`src/rtl/gtpu_pkg.sv`:
```
package gtpu_pkg;

  typedef struct packed {
    logic [63:0] word_high;
    logic [63:0] word_low;
  } in_beat_t;

  typedef struct packed {
    logic [1:0]  kind;
    logic [3:0]  register_number;
    logic [63:0] payload_low;
    logic [63:0] payload_high;
    logic        prim_preset;
    logic        packet_end;
    logic        last;
  } out_beat_t;

  localparam logic [1:0] KIND_TAG    = 2'd0;
  localparam logic [1:0] KIND_PACKED = 2'd1;
  localparam logic [1:0] KIND_LIST   = 2'd2;
  localparam logic [1:0] KIND_IMAGE  = 2'd3;

  localparam logic [1:0] MODE_PACKED = 2'd0;
  localparam logic [1:0] MODE_LIST   = 2'd1;

  localparam int FIFO_DEPTH = 4;
  localparam int PTR_W      = $clog2(FIFO_DEPTH);
  localparam int CNT_W      = $clog2(FIFO_DEPTH + 1);

  typedef struct packed {
    logic [3:0]  slot;
    logic [14:0] loops;
    logic        pend;
    logic        pkt_end;
  } walk_t;

  // Advances the slot and loop counters by one data item.
  function automatic walk_t walk_item(input logic [3:0] slot, input logic [3:0] regs,
                                      input logic [14:0] loops, input logic pend,
                                      input logic by_slot);
    walk_t      w;
    logic [3:0] nxt;
    logic       done;
    nxt       = slot + 4'd1;
    done      = 1'b1;
    w.slot    = slot;
    w.loops   = loops;
    w.pend    = pend;
    w.pkt_end = 1'b0;
    if (by_slot) begin
      if (nxt == regs) begin
        w.slot = '0;
      end else begin
        w.slot = nxt;
        done   = 1'b0;
      end
    end
    if (done && (loops != '0)) begin
      w.loops = loops - 15'd1;
      if ((w.loops == '0) && pend) begin
        w.pend    = 1'b0;
        w.pkt_end = 1'b1;
      end
    end
    return w;
  endfunction

endpackage

```
`src/rtl/gtpu_step.sv`:
```
module gtpu_step (
  input  logic                clk_i,
  input  logic                rst_ni,
  input  gtpu_pkg::in_beat_t  beat_i,
  input  logic                advance_i,
  output gtpu_pkg::out_beat_t res0_o,
  output gtpu_pkg::out_beat_t res1_o,
  output logic                two_o
);
  import gtpu_pkg::*;

  logic [14:0] loops_q, loops_d;
  logic [1:0]  mode_q, mode_d;
  logic [3:0]  regs_q, regs_d;
  logic [63:0] list_q, list_d;
  logic [3:0]  slot_q, slot_d;
  logic        pend_q, pend_d;

  walk_t      w0, w1;
  logic       by_slot;
  logic [3:0] reg0, reg1;

  assign by_slot = (mode_q == MODE_PACKED) || (mode_q == MODE_LIST);
  assign w0      = walk_item(slot_q, regs_q, loops_q, pend_q, by_slot);
  assign w1      = walk_item(w0.slot, regs_q, w0.loops, w0.pend, 1'b1);
  assign reg0    = list_q[{slot_q, 2'b00} +: 4];
  assign reg1    = list_q[{w0.slot, 2'b00} +: 4];

  always_comb begin
    res0_o  = '0;
    res1_o  = '0;
    two_o   = 1'b0;
    loops_d = loops_q;
    mode_d  = mode_q;
    regs_d  = regs_q;
    list_d  = list_q;
    slot_d  = slot_q;
    pend_d  = pend_q;
    if (loops_q == '0) begin
      loops_d             = beat_i.word_low[14:0];
      mode_d              = beat_i.word_low[59:58];
      regs_d              = beat_i.word_low[63:60];
      list_d              = beat_i.word_high;
      slot_d              = '0;
      pend_d              = beat_i.word_low[15] && (beat_i.word_low[14:0] != '0);
      res0_o.kind         = KIND_TAG;
      res0_o.payload_low  = {53'd0, beat_i.word_low[57:47]};
      res0_o.prim_preset  = beat_i.word_low[46];
      res0_o.packet_end   = beat_i.word_low[15] && (beat_i.word_low[14:0] == '0);
      res0_o.last         = 1'b1;
    end else begin
      loops_d = w0.loops;
      slot_d  = w0.slot;
      pend_d  = w0.pend;
      case (mode_q)
        MODE_PACKED: begin
          res0_o.kind            = KIND_PACKED;
          res0_o.register_number = reg0;
          res0_o.payload_low     = beat_i.word_low;
          res0_o.payload_high    = beat_i.word_high;
          res0_o.packet_end      = w0.pkt_end;
          res0_o.last            = 1'b1;
        end
        MODE_LIST: begin
          res0_o.kind            = KIND_LIST;
          res0_o.register_number = reg0;
          res0_o.payload_low     = beat_i.word_low;
          res0_o.packet_end      = w0.pkt_end;
          if (w0.loops != '0) begin
            two_o                  = 1'b1;
            res1_o.kind            = KIND_LIST;
            res1_o.register_number = reg1;
            res1_o.payload_low     = beat_i.word_high;
            res1_o.packet_end      = w1.pkt_end;
            res1_o.last            = 1'b1;
            loops_d                = w1.loops;
            slot_d                 = w1.slot;
            pend_d                 = w1.pend;
          end else begin
            res0_o.last = 1'b1;
          end
        end
        default: begin
          res0_o.kind         = KIND_IMAGE;
          res0_o.payload_low  = beat_i.word_low;
          res0_o.payload_high = beat_i.word_high;
          res0_o.packet_end   = w0.pkt_end;
          res0_o.last         = 1'b1;
        end
      endcase
    end
  end

  always_ff @(posedge clk_i or negedge rst_ni) begin
    if (!rst_ni) begin
      loops_q <= '0;
      mode_q  <= '0;
      regs_q  <= '0;
      list_q  <= '0;
      slot_q  <= '0;
      pend_q  <= 1'b0;
    end else if (advance_i) begin
      loops_q <= loops_d;
      mode_q  <= mode_d;
      regs_q  <= regs_d;
      list_q  <= list_d;
      slot_q  <= slot_d;
      pend_q  <= pend_d;
    end
  end

endmodule

```
`src/rtl/gtpu_result_fifo.sv`:
```
module gtpu_result_fifo (
  input  logic                clk_i,
  input  logic                rst_ni,
  input  logic                wr0_i,
  input  logic                wr1_i,
  input  gtpu_pkg::out_beat_t data0_i,
  input  gtpu_pkg::out_beat_t data1_i,
  output logic                room2_o,
  output logic                out_valid_o,
  input  logic                out_stall_i,
  output gtpu_pkg::out_beat_t out_beat_o
);
  import gtpu_pkg::*;

  out_beat_t        mem_q [FIFO_DEPTH];
  logic [PTR_W-1:0] wptr_q, wptr_d, rptr_q, rptr_d;
  logic [CNT_W-1:0] cnt_q, cnt_d;
  logic             rd;

  assign out_valid_o = (cnt_q != '0);
  assign out_beat_o  = mem_q[rptr_q];
  assign rd          = out_valid_o && !out_stall_i;
  assign room2_o     = (cnt_q <= CNT_W'(FIFO_DEPTH - 2));

  always_comb begin
    wptr_d = wptr_q + PTR_W'(wr0_i) + PTR_W'(wr1_i);
    rptr_d = rptr_q + PTR_W'(rd);
    cnt_d  = cnt_q + CNT_W'(wr0_i) + CNT_W'(wr1_i) - CNT_W'(rd);
  end

  always_ff @(posedge clk_i) begin
    if (wr0_i) begin
      mem_q[wptr_q] <= data0_i;
    end
    if (wr1_i) begin
      mem_q[wptr_q + PTR_W'(1)] <= data1_i;
    end
  end

  always_ff @(posedge clk_i or negedge rst_ni) begin
    if (!rst_ni) begin
      wptr_q <= '0;
      rptr_q <= '0;
      cnt_q  <= '0;
    end else begin
      wptr_q <= wptr_d;
      rptr_q <= rptr_d;
      cnt_q  <= cnt_d;
    end
  end

endmodule

```
`src/rtl/graphics_tag_packet_unpacker_core.sv`:
```
// Unpacks a stream of 128-bit quadwords into tag, register and image beats. A quadword
// that arrives when no loops remain is decoded as a tag and yields one tag beat; later
// quadwords yield one packed-register beat, one image beat, or two list-register beats
// (one if the low half ends the last loop). A quadword can be taken every cycle while the
// input does not stall: it is held in the input register, decoded from there and written
// into a four-entry result queue once the queue has room for two beats, and its first beat
// can be offered in the cycle after it is written. The result port issues one beat per
// cycle while out_stall_i is low, so list quadwords, which yield two beats each, sustain
// half that rate and all other quadwords one per cycle. The input stalls while a quadword
// waits in the input register and the queue has room for fewer than two beats.
module graphics_tag_packet_unpacker_core (
  input  logic                clk_i,
  input  logic                rst_ni,
  input  logic                in_valid_i,
  output logic                in_stall_o,
  input  gtpu_pkg::in_beat_t  in_beat_i,
  output logic                out_valid_o,
  input  logic                out_stall_i,
  output gtpu_pkg::out_beat_t out_beat_o
);
  import gtpu_pkg::*;

  logic      in_vld_q, in_vld_d;
  in_beat_t  in_beat_q;
  logic      consume, room2, two;
  out_beat_t res0, res1;

  assign consume    = in_vld_q && room2;
  assign in_stall_o = in_vld_q && !consume;

  always_comb begin
    in_vld_d = in_vld_q;
    if (in_valid_i && !in_stall_o) begin
      in_vld_d = 1'b1;
    end else if (consume) begin
      in_vld_d = 1'b0;
    end
  end

  always_ff @(posedge clk_i) begin
    if (in_valid_i && !in_stall_o) begin
      in_beat_q <= in_beat_i;
    end
  end

  always_ff @(posedge clk_i or negedge rst_ni) begin
    if (!rst_ni) begin
      in_vld_q <= 1'b0;
    end else begin
      in_vld_q <= in_vld_d;
    end
  end

  gtpu_step u_step (
    .clk_i     (clk_i),
    .rst_ni    (rst_ni),
    .beat_i    (in_beat_q),
    .advance_i (consume),
    .res0_o    (res0),
    .res1_o    (res1),
    .two_o     (two)
  );

  gtpu_result_fifo u_fifo (
    .clk_i       (clk_i),
    .rst_ni      (rst_ni),
    .wr0_i       (consume),
    .wr1_i       (consume && two),
    .data0_i     (res0),
    .data1_i     (res1),
    .room2_o     (room2),
    .out_valid_o (out_valid_o),
    .out_stall_i (out_stall_i),
    .out_beat_o  (out_beat_o)
  );

endmodule

```
`config.mk`:
```
export PLATFORM = sky130hd
export DESIGN_NAME = graphics_tag_packet_unpacker_core
export DESIGN_NICKNAME = d
export VERILOG_FILES = /design/src/rtl/gtpu_pkg.sv /design/src/rtl/gtpu_step.sv /design/src/rtl/gtpu_result_fifo.sv /design/src/rtl/graphics_tag_packet_unpacker_core.sv
export SDC_FILE = /design/constraint.sdc
export NUM_CORES = 1
export LEC_CHECK = 0
export ABC_CLOCK_PERIOD_IN_PS = 8100
export BUFFER_PORTS_ARGS = -buffer_cell sky130_fd_sc_hd__buf_2
export CAP_MARGIN = 20
export CORE_ASPECT_RATIO = 1.1
export CORE_MARGIN = 5
export CORE_UTILIZATION = 25
export DETAILED_ROUTE_END_ITERATION = 8
export GPL_ROUTABILITY_DRIVEN = 0
export HOLD_SLACK_MARGIN = 0.06
export MAX_ROUTING_LAYER = met4
export PLACE_DENSITY_LB_ADDON = 0.15
export REMOVE_ABC_BUFFERS = 1
export SLEW_MARGIN = 20
export SYNTH_ARGS = -nofsm -noshare
export SYNTH_HDL_FRONTEND = slang
export SYNTH_SLANG_ARGS = --single-unit
export TNS_END_PERCENT = 5
```
`constraint.sdc`:
```
create_clock -name clk_i -period 8.1 [get_ports clk_i]
set_input_delay 2.025 -clock clk_i [delete_from_list [all_inputs] [get_ports clk_i]]
set_output_delay 2.025 -clock clk_i [all_outputs]
set_load 0.02 [all_outputs]
```
* After elaboration in Yosys (flattened, before gate mapping)
Memories as Yosys holds them, arrays and structs flattened. Index checks and enable logic that the tools add are counted.
Word-level totals: bits in latches 0, RAM bits 548, ROM bits 0, input bits 132, register bits 226, logic and storage cells 102, output and inout bits 139, memories 1
Cells by class: multipliers 0, shift operators 2, equality and inequality tests 3, bitwise gates (word level) 0, $lt $le $gt $ge 1, reduce and logical (&&, ||, !) cells 27, muxes and demuxes 45, div/mod/pow operators 0, $add $sub $neg 11
Memory list:
- u_fifo.mem_q | depth 4, bits a word 137, rd ports 1, clocked after memory_dff 0, write ports 2, RTL line gtpu_result_fifo.sv:15 | out_beat_t mem_q [FIFO_DEPTH];
Operators by type and width (count):
- $mux W70 | 3
- $mux W64 | 3
- $shiftx A64 B7 Y4 | 2
- $logic_not A15 Y1 | 4
- $mux W15 | 3
- $reduce_bool A15 Y1 | 3
- $mux W17 | 2
- $mux W4 | 8
- $sub A15 B1 Y15 const B | 2
- $mux W1 | 18
- $mux W2 | 7
- $logic_and A1 B1 Y1 | 11
- $add A4 B1 Y4 const B | 2
- $eq A4 B4 Y1 | 2
- $add A2 B1 Y2 | 3
- $add A3 B1 Y3 | 2
- $pmux W2 S2 | 1
- $le A3 B2 Y1 const B | 1
- $logic_not A1 Y1 | 3
- $reduce_bool A3 Y1 | 1
- $sub A3 B1 Y3 | 1
- $add A2 B1 Y2 const B | 1
- $eq A2 B1 Y1 const B | 1
- $logic_not A2 Y1 | 1
- other kinds (4) | 4

* Depth between registers and ports, before layout
word-level depth 14, mapped depth 19, depth with buffers taken out 15

* Hierarchy
A second synthesis with hierarchy kept.
Second synthesis, totals: cells, all modules 2416, area, all modules 38897.3 um2
By module, submodules not included:
- gtpu_result_fifo | cells each 1360, instances 1, sequential area each 16631.0 um2, area each 26614.3 um2
- gtpu_step | cells each 921, instances 1, sequential area each 2252.2 um2, area each 8369.3 um2
- graphics_tag_packet_unpacker_core | cells each 135, instances 1, sequential area each 3868.7 um2, area each 3913.8 um2

* Worst setup path before layout
No wires, ideal clock.
path kind in2reg, start point input port in_valid_i, end point register in_beat_q[0] in the netlist's numbering, enable pin, arrival 7573 ps, stages on the path 1, buffers on the path 0, data required time 7471 ps, path slack -102 ps, library setup time 629 ps, cell sequence nor2b_1
On the way: word-level cells in the longest chain between the ends 1
Ends and longest elaborated chain:
- start, declared | RTL line graphics_tag_packet_unpacker_core.sv:14 | input logic in_valid_i,
- $logic_and A1 B1 Y1 | RTL line graphics_tag_packet_unpacker_core.sv:41 | if (in_valid_i && !in_stall_o) begin
- end signal, assigned | RTL line graphics_tag_packet_unpacker_core.sv:42 | in_beat_q <= in_beat_i;
- end, declared | RTL line graphics_tag_packet_unpacker_core.sv:24 | in_beat_t in_beat_q;
Every way passes these cells. A chain may end at the register's enable or synchronous reset.

==> results.cfg <==
[outcome]
status = finished clean

[sta]
finalSetupViolations = 0
hold_viol = 0
skew_ns = 0.03784
maxSlewViolCount = 0
max_freq_mhz = 168.1
tightest_slew_ns = 1.139
fin_ws_ns = 2.151
grt_setup_unrepaired = false
period_needed_ns = 5.949
max_slew_margin_pct = 24.07
period_share_pct = 73.44

[critical_path]
critical_path.cell_chain = ha_1 -> xnor2_1 -> nand3_1 -> o31ai_1 -> mux2i_2 -> o2111ai_1 -> nor4b_2 -> or2_1 -> buf_4 -> nor3_4 -> buf_12 -> a22o_1
regToRegSetupSlack_ns = 2.15
timing.rr.start = u_step.slot_q[1]
cp_top_family = simple AND/OR/NAND/NOR gates
worstSetupPathType = reg2reg
required_ns = 8.53
reg2reg_depth = 12
r2r_end = u_fifo.mem_q[1][118]
slowest_stage = dfrtp_1
path_buf_inv = 2
path_max_fanout = 129
cp-end-kind = flip-flop
slowest_delay_ns = 0.94
arrival_ns = 6.38
cp-start-kind = flip-flop

[pwr]
switching_share_pct = 42.04
p_seq_share_pct = 36.3
power_leakage_nw = 15.02
max-vdd-ir-drop_mv = 0.2689
p_total_mw = 19.04
switching_power_mw = 8.004
combPwrFrac_pct = 41.5
internal-power_mw = 11.04
clkPwrFrac_pct = 22.1
power_density_mw_per_mm2 = 459.7

[clocking]
clk_latency_ns = 0.71
cts_tree = built
cts_resized = 0
cts_setup_buffers = 0
cts_hold_repair.buffers = 0
path_clk_slew_ns = 0.06
cts_buffer_depth = 3
root_buffer = clkbuf_16
h-tree-depth = 3
cts_made_buffers = 91
clock_sinks = 774

[floorplan]
start_util_pct = 25.19
dieArea_mm2 = 0.1489
io_pins = 271
die-height_um = 404.2
core_mm2 = 0.1402
fp.dieW_um = 368.4
num_rows = 144

[cells_and_area]
areaGrowthSynthToFinish_pct = 17.29
layout.nets = 3204
drive_gt1_share_pct = 24.23
finalNonFillerCells = 4974

[place]
dpl.hpwl_um = 80390
dp.cells = 4789
place_ws_ns = 2.195
port_buffers = 270

[synth]
synth_top_family_by_area = multiplexers
synthFlopType = edfxtp_1
synth_seq_cells = 774
yosys_warnings = 0
synthMuxAreaShare_pct = 13.76
async_reset_ff_share_pct = 12.66
syn_area_mm2 = 0.03531
synth_compound_area_share_pct = 12.52
synth_most_common_cell = edfxtp_1
synth_edf_count = 412
yosysTopAreaCell = edfxtp_1
ys_top_cells_by_area = edfxtp_1, dfxtp_1, mux4_2
yosysSeqAreaShare_pct = 56.94
synthCells = 2959
syn_area_per_cell_um2 = 11.93
yosys.area_share.simple_pct = 11.30
synthAdderAreaFrac_pct = 0.5598
yosysUniqueCellTypes = 83
synth_top_area_share_pct = 35.03
synth_common_cells = edfxtp_1, nand2_1, nand3_1
synth-xor-area-share_pct = 0.9247

[detailed_routing]
drtIter0Drc = 2076
vias = 25460
drc = 0
routed_wl_um = 136200
routedWlPerCell_um = 27.39
drt_pass1_iterations = 5
via_per_inst = 5.119
ant_nets = 0

[job]
cap_violations = 0

[global_route]
grt_max_degree = 149
gr-usage-all-layers_pct = 18.43
grt-ovfl-total = 0
antenna_found_initial = 17
grt_pass1_vias = 26160
grt_pass1_wl_um = 196600

[hold_path]
min_to = u_fifo.mem_q[3][31]
min_from = u_fifo.mem_q[3][31]
whs_path_depth = 2
hp-class = reg2reg
layer usage:
layer | up-vias | wire [um] | part of all wire (%) | track usage, %
met1 | 13270 | 59180 | 43 | 23.64
met3 | 146 | 6905 | 5.1 | 3.289
met5 | - | 0 | 0 | -
met2 | 709 | 66990 | 49 | 30.25
met4 | 0 | 3157 | 2.3 | 4.814
li1 | 11340 | - | - | -
cell usage in the layout, fill, tap and decap left out, types with 95 or more instances in the layout:
master       n
a21oi_1    282
a22o_1     200
buf_2      269
clkbuf_16   97
dfrtp_1     95
dfxtp_1    264
edfxtp_1   412
mux4_2     165
nand2_1    376
nand3_1    284
sequential cells by signal, summed over array words and instances (netlist names):
register	flops
in_vld_q	1
u_step.regs_q	4
u_fifo.mem_q	548
in_beat_q	128
u_step.list_q	64
u_step.mode_q	2
u_step.pend_q	1
u_step.slot_q	4
u_fifo.cnt_q	3
u_fifo.rptr_q	2
u_fifo.wptr_q	2
u_step.loops_q	15
final cells by class:
cell class,count,area [um2]
antenna,12,30.03
inverter,17,63.81
multi-input combinational,1846,13980
fill,14380,98750
tap,1825,2283
timing repair buffer,328,1909
clock inverter,33,314.1
sequential,774,20120
clock buffer,139,2725
metrics by stage:
step           util, %  hold WS (ns)  setup TNS (ns)  cell area [um2]
2_1_floorplan        -        0.4331         -866.54            33970
3_3_place_gp     27.34        0.4393               0            38320
3_5_place_dp     27.34        0.4431               0            38320
4_1_cts          29.51        0.4516               0            41360
5_1_grt          29.55        0.4688               0            41420
6_report         29.55        0.4514               0            41420
power by group through the flow:
stage | sequential (mW) | clock, mW | combinational [mW]
global placement | 7.01 | 0 | 8.00
global route | 7.09 | 4.50 | 8.53
CTS | 6.95 | 4.35 | 8.05
floorplan | 6.67 | 0 | 5.12
finish | 6.92 | 4.22 | 7.90
detailed placement | 7.02 | 0 | 8.03
worst min-delay path, delay by kind of cell, from the launching register on:
| kind | cells | cell delay, ns |
|---|---|---|
| AOI/OAI and AO/OA | 1 | 0.05 |
| DFF | 1 | 0.31 |
| and+or+nand+nor | 1 | 0.05 |
logic make-up (layout without fill, tap and decap cells):
logic type	Yosys count	in the layout
DFF	774	774
and+or+nand+nor	863	863
adders and majority gates	14	14
xor gates and xnor gates	34	34
other	0	12
muxes	270	270
buffers and inverters	339	517
AOI/OAI and AO/OA	665	665
how the worst max path moves through the flow:
| stage | startpoint | end | slack, ns | cells past startpoint |
|---|---|---|---|---|
| 3_3_place_gp | u_step.slot_q[1] | u_fifo.mem_q[2][112] | 2.33 | 12 |
| 3_5_place_dp | u_step.slot_q[1] | u_fifo.mem_q[2][117] | 2.19 | 12 |
| 4_1_cts | u_step.slot_q[1] | u_fifo.mem_q[2][104] | 2.11 | 12 |
| 2_1_floorplan | u_step.loops_q[0] | u_fifo.mem_q[0][10] | -3.28 | 7 |
| 6_report | u_step.slot_q[1] | u_fifo.mem_q[1][118] | 2.15 | 12 |
| 5_1_grt | u_step.slot_q[1] | u_fifo.mem_q[0][1] | 1.72 | 16 |
Power figures use the tool's default switching activity.
